File: src/hdl/twp_pkg.sv
package twp_pkg;

  // Data word: signed fixed point, FracBits fractional bits.
  localparam int WordW    = 32;
  localparam int FracBits = 16;

  // Saturating sums are formed this wide, then clamped to WordW.
  localparam int SumW = WordW + 3;

  // Serial divider: remainder / divisor width and step counter.
  localparam int DivW     = WordW + 1;
  localparam int DivCntW  = $clog2(DivW + 1);
  localparam int QuoW     = FracBits;

  // Serial multiplier: frac operand is 1.FracBits, product high part.
  localparam int MulW     = FracBits + 1;
  localparam int MulCntW  = $clog2(MulW + 1);
  localparam int OffW     = WordW + 2;

  // Configuration port.
  localparam int CfgIdxW = 8;
  localparam logic [CfgIdxW-1:0] CFG_RAMP_START     = CfgIdxW'(0);
  localparam logic [CfgIdxW-1:0] CFG_RAMP_END       = CfgIdxW'(1);
  localparam logic [CfgIdxW-1:0] CFG_RESET_POSITION = CfgIdxW'(2);
  localparam logic [CfgIdxW-1:0] CFG_RATE_MODE      = CfgIdxW'(3);

  // 1.0 in the word format.
  localparam logic [WordW-1:0] FxOne =
    {{(WordW-FracBits-1){1'b0}}, 1'b1, {FracBits{1'b0}}};

  localparam logic MODE_CONTROL = 1'b0;
  localparam logic MODE_SAMPLE  = 1'b1;

  typedef struct packed {
    logic               start;
    logic [DivCntW-1:0] steps;
  } div_ctrl_t;

  function automatic logic [WordW-1:0] sat_word(input logic [SumW-1:0] v);
    logic [WordW-1:0] r;
    if ((&v[SumW-1:WordW-1]) || (~|v[SumW-1:WordW-1])) begin
      r = v[WordW-1:0];
    end else if (v[SumW-1]) begin
      r = {1'b1, {(WordW-1){1'b0}}};
    end else begin
      r = {1'b0, {(WordW-1){1'b1}}};
    end
    return r;
  endfunction

endpackage

File: src/hdl/twp_div.sv
module twp_div import twp_pkg::*; (
  input  logic            clk,
  input  logic            rst_n,
  input  div_ctrl_t       ctrl,
  input  logic [DivW-1:0] rem_init,
  input  logic [DivW-1:0] dividend,
  input  logic [DivW-1:0] divisor,
  output logic            busy,
  output logic            done,
  output logic [QuoW-1:0] quotient,
  output logic [DivW-1:0] remainder
);

  logic               busy_r, busy_nxt;
  logic               done_r, done_nxt;
  logic [DivCntW-1:0] cnt_r, cnt_nxt;
  logic [DivW-1:0]    rem_r, rem_nxt;
  logic [DivW-1:0]    dvd_r, dvd_nxt;
  logic [DivW-1:0]    dvs_r, dvs_nxt;
  logic [QuoW-1:0]    quo_r, quo_nxt;

  logic [DivW:0] trial;
  logic [DivW:0] trial_sub;
  logic          fit;

  // Restoring division, one quotient bit per cycle, dividend shifted in MSB first.
  assign trial     = {rem_r, dvd_r[DivW-1]};
  assign trial_sub = trial - {1'b0, dvs_r};
  assign fit       = (trial >= {1'b0, dvs_r});

  always_comb begin
    busy_nxt = busy_r;
    done_nxt = 1'b0;
    cnt_nxt  = cnt_r;
    rem_nxt  = rem_r;
    dvd_nxt  = dvd_r;
    dvs_nxt  = dvs_r;
    quo_nxt  = quo_r;
    if (ctrl.start) begin
      busy_nxt = 1'b1;
      cnt_nxt  = ctrl.steps;
      rem_nxt  = rem_init;
      dvd_nxt  = dividend;
      dvs_nxt  = divisor;
      quo_nxt  = '0;
    end else if (busy_r) begin
      rem_nxt = fit ? trial_sub[DivW-1:0] : trial[DivW-1:0];
      dvd_nxt = {dvd_r[DivW-2:0], 1'b0};
      quo_nxt = {quo_r[QuoW-2:0], fit};
      cnt_nxt = cnt_r - DivCntW'(1);
      if (cnt_r == DivCntW'(1)) begin
        busy_nxt = 1'b0;
        done_nxt = 1'b1;
      end
    end
  end

  always_ff @(posedge clk) begin
    if (!rst_n) begin
      busy_r <= 1'b0;
      done_r <= 1'b0;
      cnt_r  <= '0;
    end else begin
      busy_r <= busy_nxt;
      done_r <= done_nxt;
      cnt_r  <= cnt_nxt;
    end
  end

  always_ff @(posedge clk) begin
    rem_r <= rem_nxt;
    dvd_r <= dvd_nxt;
    dvs_r <= dvs_nxt;
    quo_r <= quo_nxt;
  end

  assign busy      = busy_r;
  assign done      = done_r;
  assign quotient  = quo_r;
  assign remainder = rem_r;

  a_start_idle: assert property (@(posedge clk) disable iff (!rst_n)
    ctrl.start |-> !busy_r)
    else $error("divider restarted while busy");

  a_done_after_busy: assert property (@(posedge clk) disable iff (!rst_n)
    done_r |-> $past(busy_r))
    else $error("divider done without a run");

  a_rem_bound: assert property (@(posedge clk) disable iff (!rst_n)
    done_r |-> (rem_r < dvs_r))
    else $error("divider remainder not below divisor");

endmodule

File: src/hdl/twp_mul.sv
module twp_mul import twp_pkg::*; (
  input  logic             clk,
  input  logic             rst_n,
  input  logic             start,
  input  logic [WordW-1:0] mcand,
  input  logic [MulW-1:0]  mplier,
  output logic             done,
  output logic [OffW-1:0]  product_hi
);

  logic               busy_r, busy_nxt;
  logic               done_r, done_nxt;
  logic [MulCntW-1:0] cnt_r, cnt_nxt;
  logic [WordW:0]     p_r, p_nxt;
  logic [MulW-1:0]    mlr_r, mlr_nxt;
  logic [WordW-1:0]   mcand_r, mcand_nxt;

  logic [WordW+1:0] sum;

  // Shift-add, multiplier LSB first; product low bits shift into mlr_r from the top.
  assign sum = {p_r[WordW], p_r} +
               (mlr_r[0] ? {{2{mcand_r[WordW-1]}}, mcand_r} : '0);

  always_comb begin
    busy_nxt  = busy_r;
    done_nxt  = 1'b0;
    cnt_nxt   = cnt_r;
    p_nxt     = p_r;
    mlr_nxt   = mlr_r;
    mcand_nxt = mcand_r;
    if (start) begin
      busy_nxt  = 1'b1;
      cnt_nxt   = MulCntW'(MulW);
      p_nxt     = '0;
      mlr_nxt   = mplier;
      mcand_nxt = mcand;
    end else if (busy_r) begin
      p_nxt   = sum[WordW+1:1];
      mlr_nxt = {sum[0], mlr_r[MulW-1:1]};
      cnt_nxt = cnt_r - MulCntW'(1);
      if (cnt_r == MulCntW'(1)) begin
        busy_nxt = 1'b0;
        done_nxt = 1'b1;
      end
    end
  end

  always_ff @(posedge clk) begin
    if (!rst_n) begin
      busy_r <= 1'b0;
      done_r <= 1'b0;
      cnt_r  <= '0;
    end else begin
      busy_r <= busy_nxt;
      done_r <= done_nxt;
      cnt_r  <= cnt_nxt;
    end
  end

  always_ff @(posedge clk) begin
    p_r     <= p_nxt;
    mlr_r   <= mlr_nxt;
    mcand_r <= mcand_nxt;
  end

  // Product shifted right by FracBits (floor).
  assign product_hi = {p_r, mlr_r[MulW-1]};
  assign done       = done_r;

endmodule

File: src/hdl/triggered_wrapping_phasor_top.sv
// Triggered wrapping phasor: a saturating Q16.16 ramp that adds step_rate per
// transfer, wraps into [ramp_start, ramp_end) by floor modulo (into
// (ramp_end, ramp_start] when the bounds are reversed) and jumps to
// reset_position when trigger_value crosses from <= 0 to > 0. Items are worked
// one at a time; the input is ready only while the sequencer is idle, and a
// result waits in the output register so the next item can be taken before it
// is drained. The work is done by one shared bit-serial divider (one bit per
// cycle) and one bit-serial multiplier. In sample-rate mode without a crossing
// the result is loaded in S_EMIT once the output register is free, and the
// wrap of the stored level then runs in S_WRAP and S_WDIV before the next
// transfer can come. A crossing in sample-rate mode puts the sub-sample divide
// (S_FDIV) and the multiply (S_MUL) in front of S_EMIT; they add the scaled
// step to reset_position. Control-rate mode wraps first, in S_WRAP and S_WDIV,
// and then loads the wrapped level in S_EMIT. When ramp_start equals ramp_end
// the wrap divide is skipped. A stalled output adds its stall to the item.
// Configuration writes are always ready and must be made only while no item is in flight.
module triggered_wrapping_phasor_top import twp_pkg::*; (
  input  logic               clk,
  input  logic               rst_n,
  input  logic               in_valid,
  output logic               in_ready,
  input  logic signed [31:0] in_trigger_value,
  input  logic signed [31:0] in_step_rate,
  output logic               out_valid,
  input  logic               out_ready,
  output logic signed [31:0] out_ramp_level,
  input  logic               cfg_valid,
  output logic               cfg_ready,
  input  logic [CfgIdxW-1:0] cfg_index,
  input  logic [31:0]        cfg_data
);

  typedef enum logic [5:0] {
    S_IDLE = 6'b000001,
    S_FDIV = 6'b000010,
    S_MUL  = 6'b000100,
    S_EMIT = 6'b001000,
    S_WRAP = 6'b010000,
    S_WDIV = 6'b100000
  } state_t;

  // Configuration registers
  logic [WordW-1:0] ramp_start_r, ramp_end_r, reset_position_r;
  logic             rate_mode_r;

  // Sequencer and item state
  state_t           state_r, state_nxt;
  logic [WordW-1:0] prev_r, prev_nxt;     // previous trigger sample
  logic [WordW-1:0] level_r, level_nxt;   // ramp level carried between items
  logic [WordW-1:0] rate_r, rate_nxt;     // step rate of the item in flight
  logic [WordW-1:0] work_r, work_nxt;     // level being worked on
  logic [DivW-1:0]  range_r, range_nxt;   // end - start, latched for the wrap
  logic             diff_neg_r, diff_neg_nxt;
  logic             r_neg_r, r_neg_nxt;
  logic             out_valid_r, out_valid_nxt;
  logic [WordW-1:0] out_level_r, out_level_nxt;

  // Divider / multiplier hookup
  div_ctrl_t        div_ctrl;
  logic [DivW-1:0]  div_rem_init, div_dividend, div_divisor;
  logic             div_busy, div_done;
  logic [QuoW-1:0]  div_quo;
  logic [DivW-1:0]  div_rem;
  logic             mul_start, mul_done;
  logic [OffW-1:0]  mul_off;

  logic             accept;
  logic             crossing;
  logic [DivW-1:0]  neg_prev, den;
  logic [DivW-1:0]  diff, range_now;
  logic [DivW-1:0]  diff_abs, range_abs;
  logic [DivW:0]    m_trunc, m_floor;
  logic [DivW:0]    wrap_sum;
  logic [WordW-1:0] wrapped;
  logic             wrap_done;
  logic [SumW-1:0]  trig_sum, rate_sum;

  assign accept    = in_valid && in_ready;
  assign in_ready  = (state_r == S_IDLE);
  assign cfg_ready = 1'b1;

  // Rising crossing: previous <= 0 and current > 0.
  assign crossing = (prev_r[WordW-1] || (prev_r == '0)) &&
                    !in_trigger_value[WordW-1] && (in_trigger_value != '0);

  // Sub-sample offset division: partial remainder starts at -prev, then
  // FracBits zero bits are brought down. den > -prev, so q < 1.0.
  assign neg_prev = DivW'(0) - {prev_r[WordW-1], prev_r};
  assign den      = {in_trigger_value[WordW-1], in_trigger_value} -
                    {prev_r[WordW-1], prev_r};

  // Wrap operands
  assign diff      = {work_r[WordW-1], work_r} - {ramp_start_r[WordW-1], ramp_start_r};
  assign range_now = {ramp_end_r[WordW-1], ramp_end_r} -
                     {ramp_start_r[WordW-1], ramp_start_r};
  assign diff_abs  = diff[DivW-1] ? (DivW'(0) - diff) : diff;
  assign range_abs = range_now[DivW-1] ? (DivW'(0) - range_now) : range_now;

  // Floor modulo from the magnitude remainder: take the dividend's sign,
  // then move into the divisor's sign by adding the range.
  assign m_trunc = diff_neg_r ? ((DivW+1)'(0) - {1'b0, div_rem}) : {1'b0, div_rem};
  assign m_floor = ((div_rem != '0) && (diff_neg_r != r_neg_r)) ?
                   (m_trunc + {range_r[DivW-1], range_r}) : m_trunc;
  assign wrap_sum = {{2{ramp_start_r[WordW-1]}}, ramp_start_r} + m_floor;
  assign wrapped  = (state_r == S_WDIV) ? wrap_sum[WordW-1:0] : ramp_start_r;

  assign wrap_done = ((state_r == S_WRAP) && (range_now == '0)) ||
                     ((state_r == S_WDIV) && div_done);

  assign trig_sum = {{3{reset_position_r[WordW-1]}}, reset_position_r} +
                    {mul_off[OffW-1], mul_off};
  assign rate_sum = {{3{work_r[WordW-1]}}, work_r} + {{3{rate_r[WordW-1]}}, rate_r};

  always_comb begin
    state_nxt     = state_r;
    prev_nxt      = prev_r;
    level_nxt     = level_r;
    rate_nxt      = rate_r;
    work_nxt      = work_r;
    range_nxt     = range_r;
    diff_neg_nxt  = diff_neg_r;
    r_neg_nxt     = r_neg_r;
    out_valid_nxt = out_valid_r && !out_ready;
    out_level_nxt = out_level_r;
    div_ctrl.start = 1'b0;
    div_ctrl.steps = DivCntW'(FracBits);
    div_rem_init   = neg_prev;
    div_dividend   = '0;
    div_divisor    = den;
    mul_start      = 1'b0;

    case (state_r)
      S_IDLE: begin
        if (accept) begin
          prev_nxt = in_trigger_value;
          rate_nxt = in_step_rate;
          if (rate_mode_r == MODE_SAMPLE) begin
            if (crossing) begin
              div_ctrl.start = 1'b1;
              state_nxt      = S_FDIV;
            end else begin
              work_nxt  = level_r;
              state_nxt = S_EMIT;
            end
          end else begin
            work_nxt  = crossing ? reset_position_r : level_r;
            state_nxt = S_WRAP;
          end
        end
      end
      S_FDIV: begin
        if (div_done) begin
          mul_start = 1'b1;
          state_nxt = S_MUL;
        end
      end
      S_MUL: begin
        if (mul_done) begin
          work_nxt  = sat_word(trig_sum);
          state_nxt = S_EMIT;
        end
      end
      S_EMIT: begin
        if (!out_valid_r || out_ready) begin
          out_valid_nxt = 1'b1;
          out_level_nxt = work_r;
          if (rate_mode_r == MODE_SAMPLE) begin
            work_nxt  = sat_word(rate_sum);
            state_nxt = S_WRAP;
          end else begin
            level_nxt = sat_word(rate_sum);
            state_nxt = S_IDLE;
          end
        end
      end
      S_WRAP: begin
        diff_neg_nxt = diff[DivW-1];
        r_neg_nxt    = range_now[DivW-1];
        range_nxt    = range_now;
        if (range_now != '0) begin
          div_ctrl.start = 1'b1;
          div_ctrl.steps = DivCntW'(DivW);
          div_rem_init   = '0;
          div_dividend   = diff_abs;
          div_divisor    = range_abs;
          state_nxt      = S_WDIV;
        end
      end
      S_WDIV: begin
      end
      default: begin
        state_nxt = S_IDLE;
      end
    endcase

    // Wrap finished: sample-rate mode stores it, control-rate mode emits it.
    if (wrap_done) begin
      if (rate_mode_r == MODE_SAMPLE) begin
        level_nxt = wrapped;
        state_nxt = S_IDLE;
      end else begin
        work_nxt  = wrapped;
        state_nxt = S_EMIT;
      end
    end
  end

  twp_div u_div (
    .clk       (clk),
    .rst_n     (rst_n),
    .ctrl      (div_ctrl),
    .rem_init  (div_rem_init),
    .dividend  (div_dividend),
    .divisor   (div_divisor),
    .busy      (div_busy),
    .done      (div_done),
    .quotient  (div_quo),
    .remainder (div_rem)
  );

  // frac = 1.0 + q, always in [1.0, 2.0)
  twp_mul u_mul (
    .clk        (clk),
    .rst_n      (rst_n),
    .start      (mul_start),
    .mcand      (rate_r),
    .mplier     ({1'b1, div_quo}),
    .done       (mul_done),
    .product_hi (mul_off)
  );

  // Config writes
  always_ff @(posedge clk) begin
    if (!rst_n) begin
      ramp_start_r     <= '0;
      ramp_end_r       <= FxOne;
      reset_position_r <= '0;
      rate_mode_r      <= MODE_SAMPLE;
    end else if (cfg_valid && cfg_ready) begin
      case (cfg_index)
        CFG_RAMP_START:     ramp_start_r     <= cfg_data;
        CFG_RAMP_END:       ramp_end_r       <= cfg_data;
        CFG_RESET_POSITION: reset_position_r <= cfg_data;
        CFG_RATE_MODE:      rate_mode_r      <= cfg_data[0];
        default: begin
        end
      endcase
    end
  end

  always_ff @(posedge clk) begin
    if (!rst_n) begin
      state_r     <= S_IDLE;
      prev_r      <= '0;
      level_r     <= '0;
      out_valid_r <= 1'b0;
    end else begin
      state_r     <= state_nxt;
      prev_r      <= prev_nxt;
      level_r     <= level_nxt;
      out_valid_r <= out_valid_nxt;
    end
  end

  always_ff @(posedge clk) begin
    rate_r      <= rate_nxt;
    work_r      <= work_nxt;
    range_r     <= range_nxt;
    diff_neg_r  <= diff_neg_nxt;
    r_neg_r     <= r_neg_nxt;
    out_level_r <= out_level_nxt;
  end

  assign out_valid      = out_valid_r;
  assign out_ramp_level = out_level_r;

  a_div_done_state: assert property (@(posedge clk) disable iff (!rst_n)
    div_done |-> ((state_r == S_FDIV) || (state_r == S_WDIV)))
    else $error("divider result outside a divide state");

  a_mul_done_state: assert property (@(posedge clk) disable iff (!rst_n)
    mul_done |-> (state_r == S_MUL))
    else $error("multiplier result outside multiply state");

  a_div_idle_when_idle: assert property (@(posedge clk) disable iff (!rst_n)
    (state_r == S_IDLE) |-> !div_busy)
    else $error("divider busy while sequencer idle");

  a_emit_loads_out: assert property (@(posedge clk) disable iff (!rst_n)
    ((state_r == S_EMIT) && (state_nxt != S_EMIT)) |=> out_valid_r)
    else $error("result left emit without being presented");

endmodule

File: config.mk
export PLATFORM = sky130hd
export DESIGN_NAME = triggered_wrapping_phasor_top
export DESIGN_NICKNAME = d
export VERILOG_FILES = /design/src/hdl/twp_pkg.sv /design/src/hdl/twp_div.sv /design/src/hdl/twp_mul.sv /design/src/hdl/triggered_wrapping_phasor_top.sv
export SDC_FILE = /design/constraint.sdc
export NUM_CORES = 2
export LEC_CHECK = 0
export ABC_AREA = 1
export BUFFER_PORTS_ARGS = -buffer_cell sky130_fd_sc_hd__buf_4
export CAP_MARGIN = 20
export CORE_MARGIN = 2
export CORE_UTILIZATION = 40
export DETAILED_ROUTE_END_ITERATION = 10
export GPL_ROUTABILITY_DRIVEN = 0
export GPL_TIMING_DRIVEN = 0
export PLACE_DENSITY = 0.58
export SETUP_SLACK_MARGIN = 0.2
export SYNTH_ARGS = -nofsm -noshare
export SYNTH_HDL_FRONTEND = slang
export SYNTH_SLANG_ARGS = --single-unit
File: constraint.sdc
create_clock -name clk -period 8.2 [get_ports clk]
set_input_delay 0.41 -clock clk [delete_from_list [all_inputs] [get_ports clk]]
set_output_delay 0.41 -clock clk [all_outputs]
set_load 0.01 [all_outputs]
==> impl_metrics.yaml <==
floorplanning:
  die-area_um2: 110000
  ios: 144
  core_area_um2: 107000
  die_y_um: 332
  rows: 120
  start_util_pct: 40.3
  die_w_um: 332
sta:
  maxSlewHeadroom_pct: 24.5
  tns_ps: 0
  fin_crit_sh_pct: 90.4
  fin_skew_ps: 70.4
  finalSetupViolations: 0
  rsz0062_at_grt: "false"
  fmax_ghz: 0.135
  hold_slack_ps: 24.6
  worstMarginPinSlew_ps: 1100
  hold_violations: 0
  min_period_ps: 7410
  drv_slew: 0
worst_hold_path:
  hold_path_class: "input port to register"
grt:
  track_usage_pct: 32.2
  grt_overflow: 0
  grt_max_degree: 45
  grt_pass1_wl_um: 268000
  antenna_found_initial: 17
  grt_pass1_vias: 42500
pwr:
  power.total_mw: 13.2
  p_leak_nw: 22.9
  vdd.ir_drop.worst_mv: 0.217
  p_per_area_nw_per_um2: 272
layout:
  syn2layout_area_growth_pct: 12.9
  layout-drive-gt1-share_pct: 5.45
  utilization_pct: 45.5
  multi_input_area_um2: 26500
  seqCellArea_um2: 12700
  nFillCells: 11300
  nets: 7247
flow_run:
  max_cap_viol_count: 0
place:
  hpwl_um: 152000
  port_buffers: 141
yosys:
  synth-compound-area-share_pct: 16.9
  synth_top_family_by_area: "simple AND/OR/NAND/NOR gates"
  yosysWarningCount: 0
  synth_area_leader_cell: "edfxtp_1"
  synth-main-ff-cell: "dfxtp_1"
  synth_nets: 6990
  synth_adder_area_share_pct: 9.21
  syn-mean-instance-area_um2: 6.56
  synth-xor-area-share_pct: 4.93
  syn_inst: 6569
  synth_area_um2: 43100
  synth-simple-area-share_pct: 30.4
  ys_types: 70
  synth_mux_area_share_pct: 0.0464
  ys_seq_area_share_pct: 29.4
  synth_edf_count: 245
  yosys.area.top_type_share_pct: 17.1
  async_flop_share_pct: 0
  synth-seq-cells: 510
  yosys-top-cells-area: "edfxtp_1, nand2_1, dfxtp_1, ha_1, inv_1"
cts:
  clock_sinks: 510
  clock_tree.root_cell: "clkbuf_16"
  clkTransAtPathRegs_ps: 70
  tritoncts: "done"
  htreeDepth: 2
  postCtsSetupBuffers: 0
  clk_latency_ps: 710
  clk_path_buf_depth: 3
  numCtsBuffers: 61
routing:
  wl_met2_um: 77000
  wl_per_cell_um: 22.2
  drc_errors: 0
  drt-total-wl_um: 184000
  ant_nets: 0
  num_vias: 46300
  routed.top_layer: "met5"
  wl_met3_um: 18800
  drtPass1Iterations: 7
  dr.first_iter.drc_count: 5014
  viasPerCell: 5.59
  wl_met1_um: 76100
worst_setup_path:
  critPathArrivalTime_ps: 7750
  critPathLaunchType: "register"
  crit_fanout: 44
  worst_ep_required_time_ps: 8540
  max_stage_delay_ps: 830
  cp-end-kind: "register"
  crit_type: "register to register"
  cpMaxStageDelayCell: "a211oi_4"
outcome:
  status: "finished clean"
[logic make-up after synthesis]
family          after synthesis
fa+ha+maj                   312
other cells                   1
compound gates             1348
mux                           2
flops                       510
simple gates               3135
buf+inv                    1020
xor+xnor                    241
[worst max-delay path: cells and delay by family, from the launching register on]
kind	cells	cell delay [ps]
flip-flops	1	330
AO/OA/AOI/OAI	1	830
adder cells (fa/ha/maj)	2	440
buffers and inverters	7	1380
AND/OR/NAND/NOR	18	4000
[per-stage QoR]
step | instances | cell area, um^2 | setup WS [ps]
final | 8291 | 48700 | 787
after global routing | 8284 | 48600 | 425
after CTS | 8282 | 48600 | 676
after detailed placement | 8119 | 46100 | 734
after global placement | 8113 | 45900 | -957
after floorplan | 6569 | 43100 | 2250
[synthesized netlist by cell type, types with 4 or more instances]
master,number
a22oi_1,6
nor3_1,71
edfxtp_1,245
o31ai_1,12
and2_1,5
nor2_2,12
o21a_1,13
buf_2,19
fa_1,9
o221ai_1,7
xor2_1,166
or2_0,11
a211oi_1,21
and3_1,5
o21ai_1,49
inv_1,831
or2_2,27
buf_4,7
o211ai_1,24
nor3b_1,4
nor4_1,27
nand3_1,396
buf_1,10
o21ai_0,543
o21bai_1,30
a31oi_1,33
a21boi_0,15
nand4_1,94
o22ai_1,8
clkbuf_1,133
nand2_1,1665
buf_6,7
dfxtp_1,265
a21oi_1,538
ha_1,303
nand3b_1,18
xnor2_1,73
a21o_1,28
clkinv_1,5
nand2_2,13
nor3_2,4
nor2_1,766
nand3_2,4
inv_2,8
[placed cells by master, fill, tap and decap left out, drive strengths merged, types with 13 or more instances in the layout]
cell type and instances:
xnor2 73, or2 38, nand4 96, xor2 168, o21a 13, nand3 400
o21bai 30, a21o 28, edfxtp 245, o21ai 593, a21boi 15, clkinv 25
inv 847, buf 190, o211ai 24, nor3 76, a211oi 22, dlygate4sd3 47
nor2 781, dfxtp 265, clkbuf 206, o31ai 13, nand2 1680, a31oi 33
nor4 30, nand3b 18, ha 303, a21oi 540
[power breakdown]
part           switching [mW]  total, mW  internal (mW)
sequential              0.595       3.66           3.06
combinational            4.68       6.69           2.02
clock                    1.26       2.89           1.63
total                    6.53       13.2           6.71
[sequential cells by signal, summed over array words and instances, names as in the netlist, 5 cells and up]
register and count:
u_mul.mlr_r 17, prev_r 32, range_r 32, level_r 32, work_r 32, u_div.dvd_r 33
u_div.cnt_r 6, state_r 6, u_div.remainder 33, ramp_start_r 32, u_div.quotient 16, ramp_end_r 32
rate_r 32, reset_position_r 32, out_ramp_level 32, u_div.dvs_r 33, u_mul.mcand_r 32, u_mul.cnt_r 5
u_mul.p_r 33
[final cells by class]
class	count	area share, %
diodes	9	0.0463
plain buffers	176	1.57
clock buffers	73	3.29
repair buffers	194	3.42
clock inverters	43	1.00
well taps	1403	3.61
inverters	844	6.51
flip-flops and latches	510	26.0
multi-input cells	5039	54.5
[metal layers]
metal  vias to the layer above  global-route usage, %
met5                         -                      0
met4                        22                   18.4
met3                       560                   7.67
met2                      2146                   48.8
met1                     21300                   41.9
li1                      22300                      -
[timing repair]
| item | CTS | global route |
|---|---|---|
| hold buffers | 47 | 0 |
| resized for setup | 0 | 1 |
| setup endpoints to repair | 0 | 80 |
| hold endpoints to repair | 53 | 0 |
[worst paths after layout]
kind                         from                 end  slack, ps  cells past startpoint
min          in_trigger_value[14]          prev_r[14]         20                      3
min reg2reg     u_div.quotient[2]   u_div.quotient[3]        470                      2
max                     prev_r[0]  u_div.remainder[5]        790                     28
max reg2reg             prev_r[0]  u_div.remainder[5]        790                     28
Power figures use the tool's default switching activity.
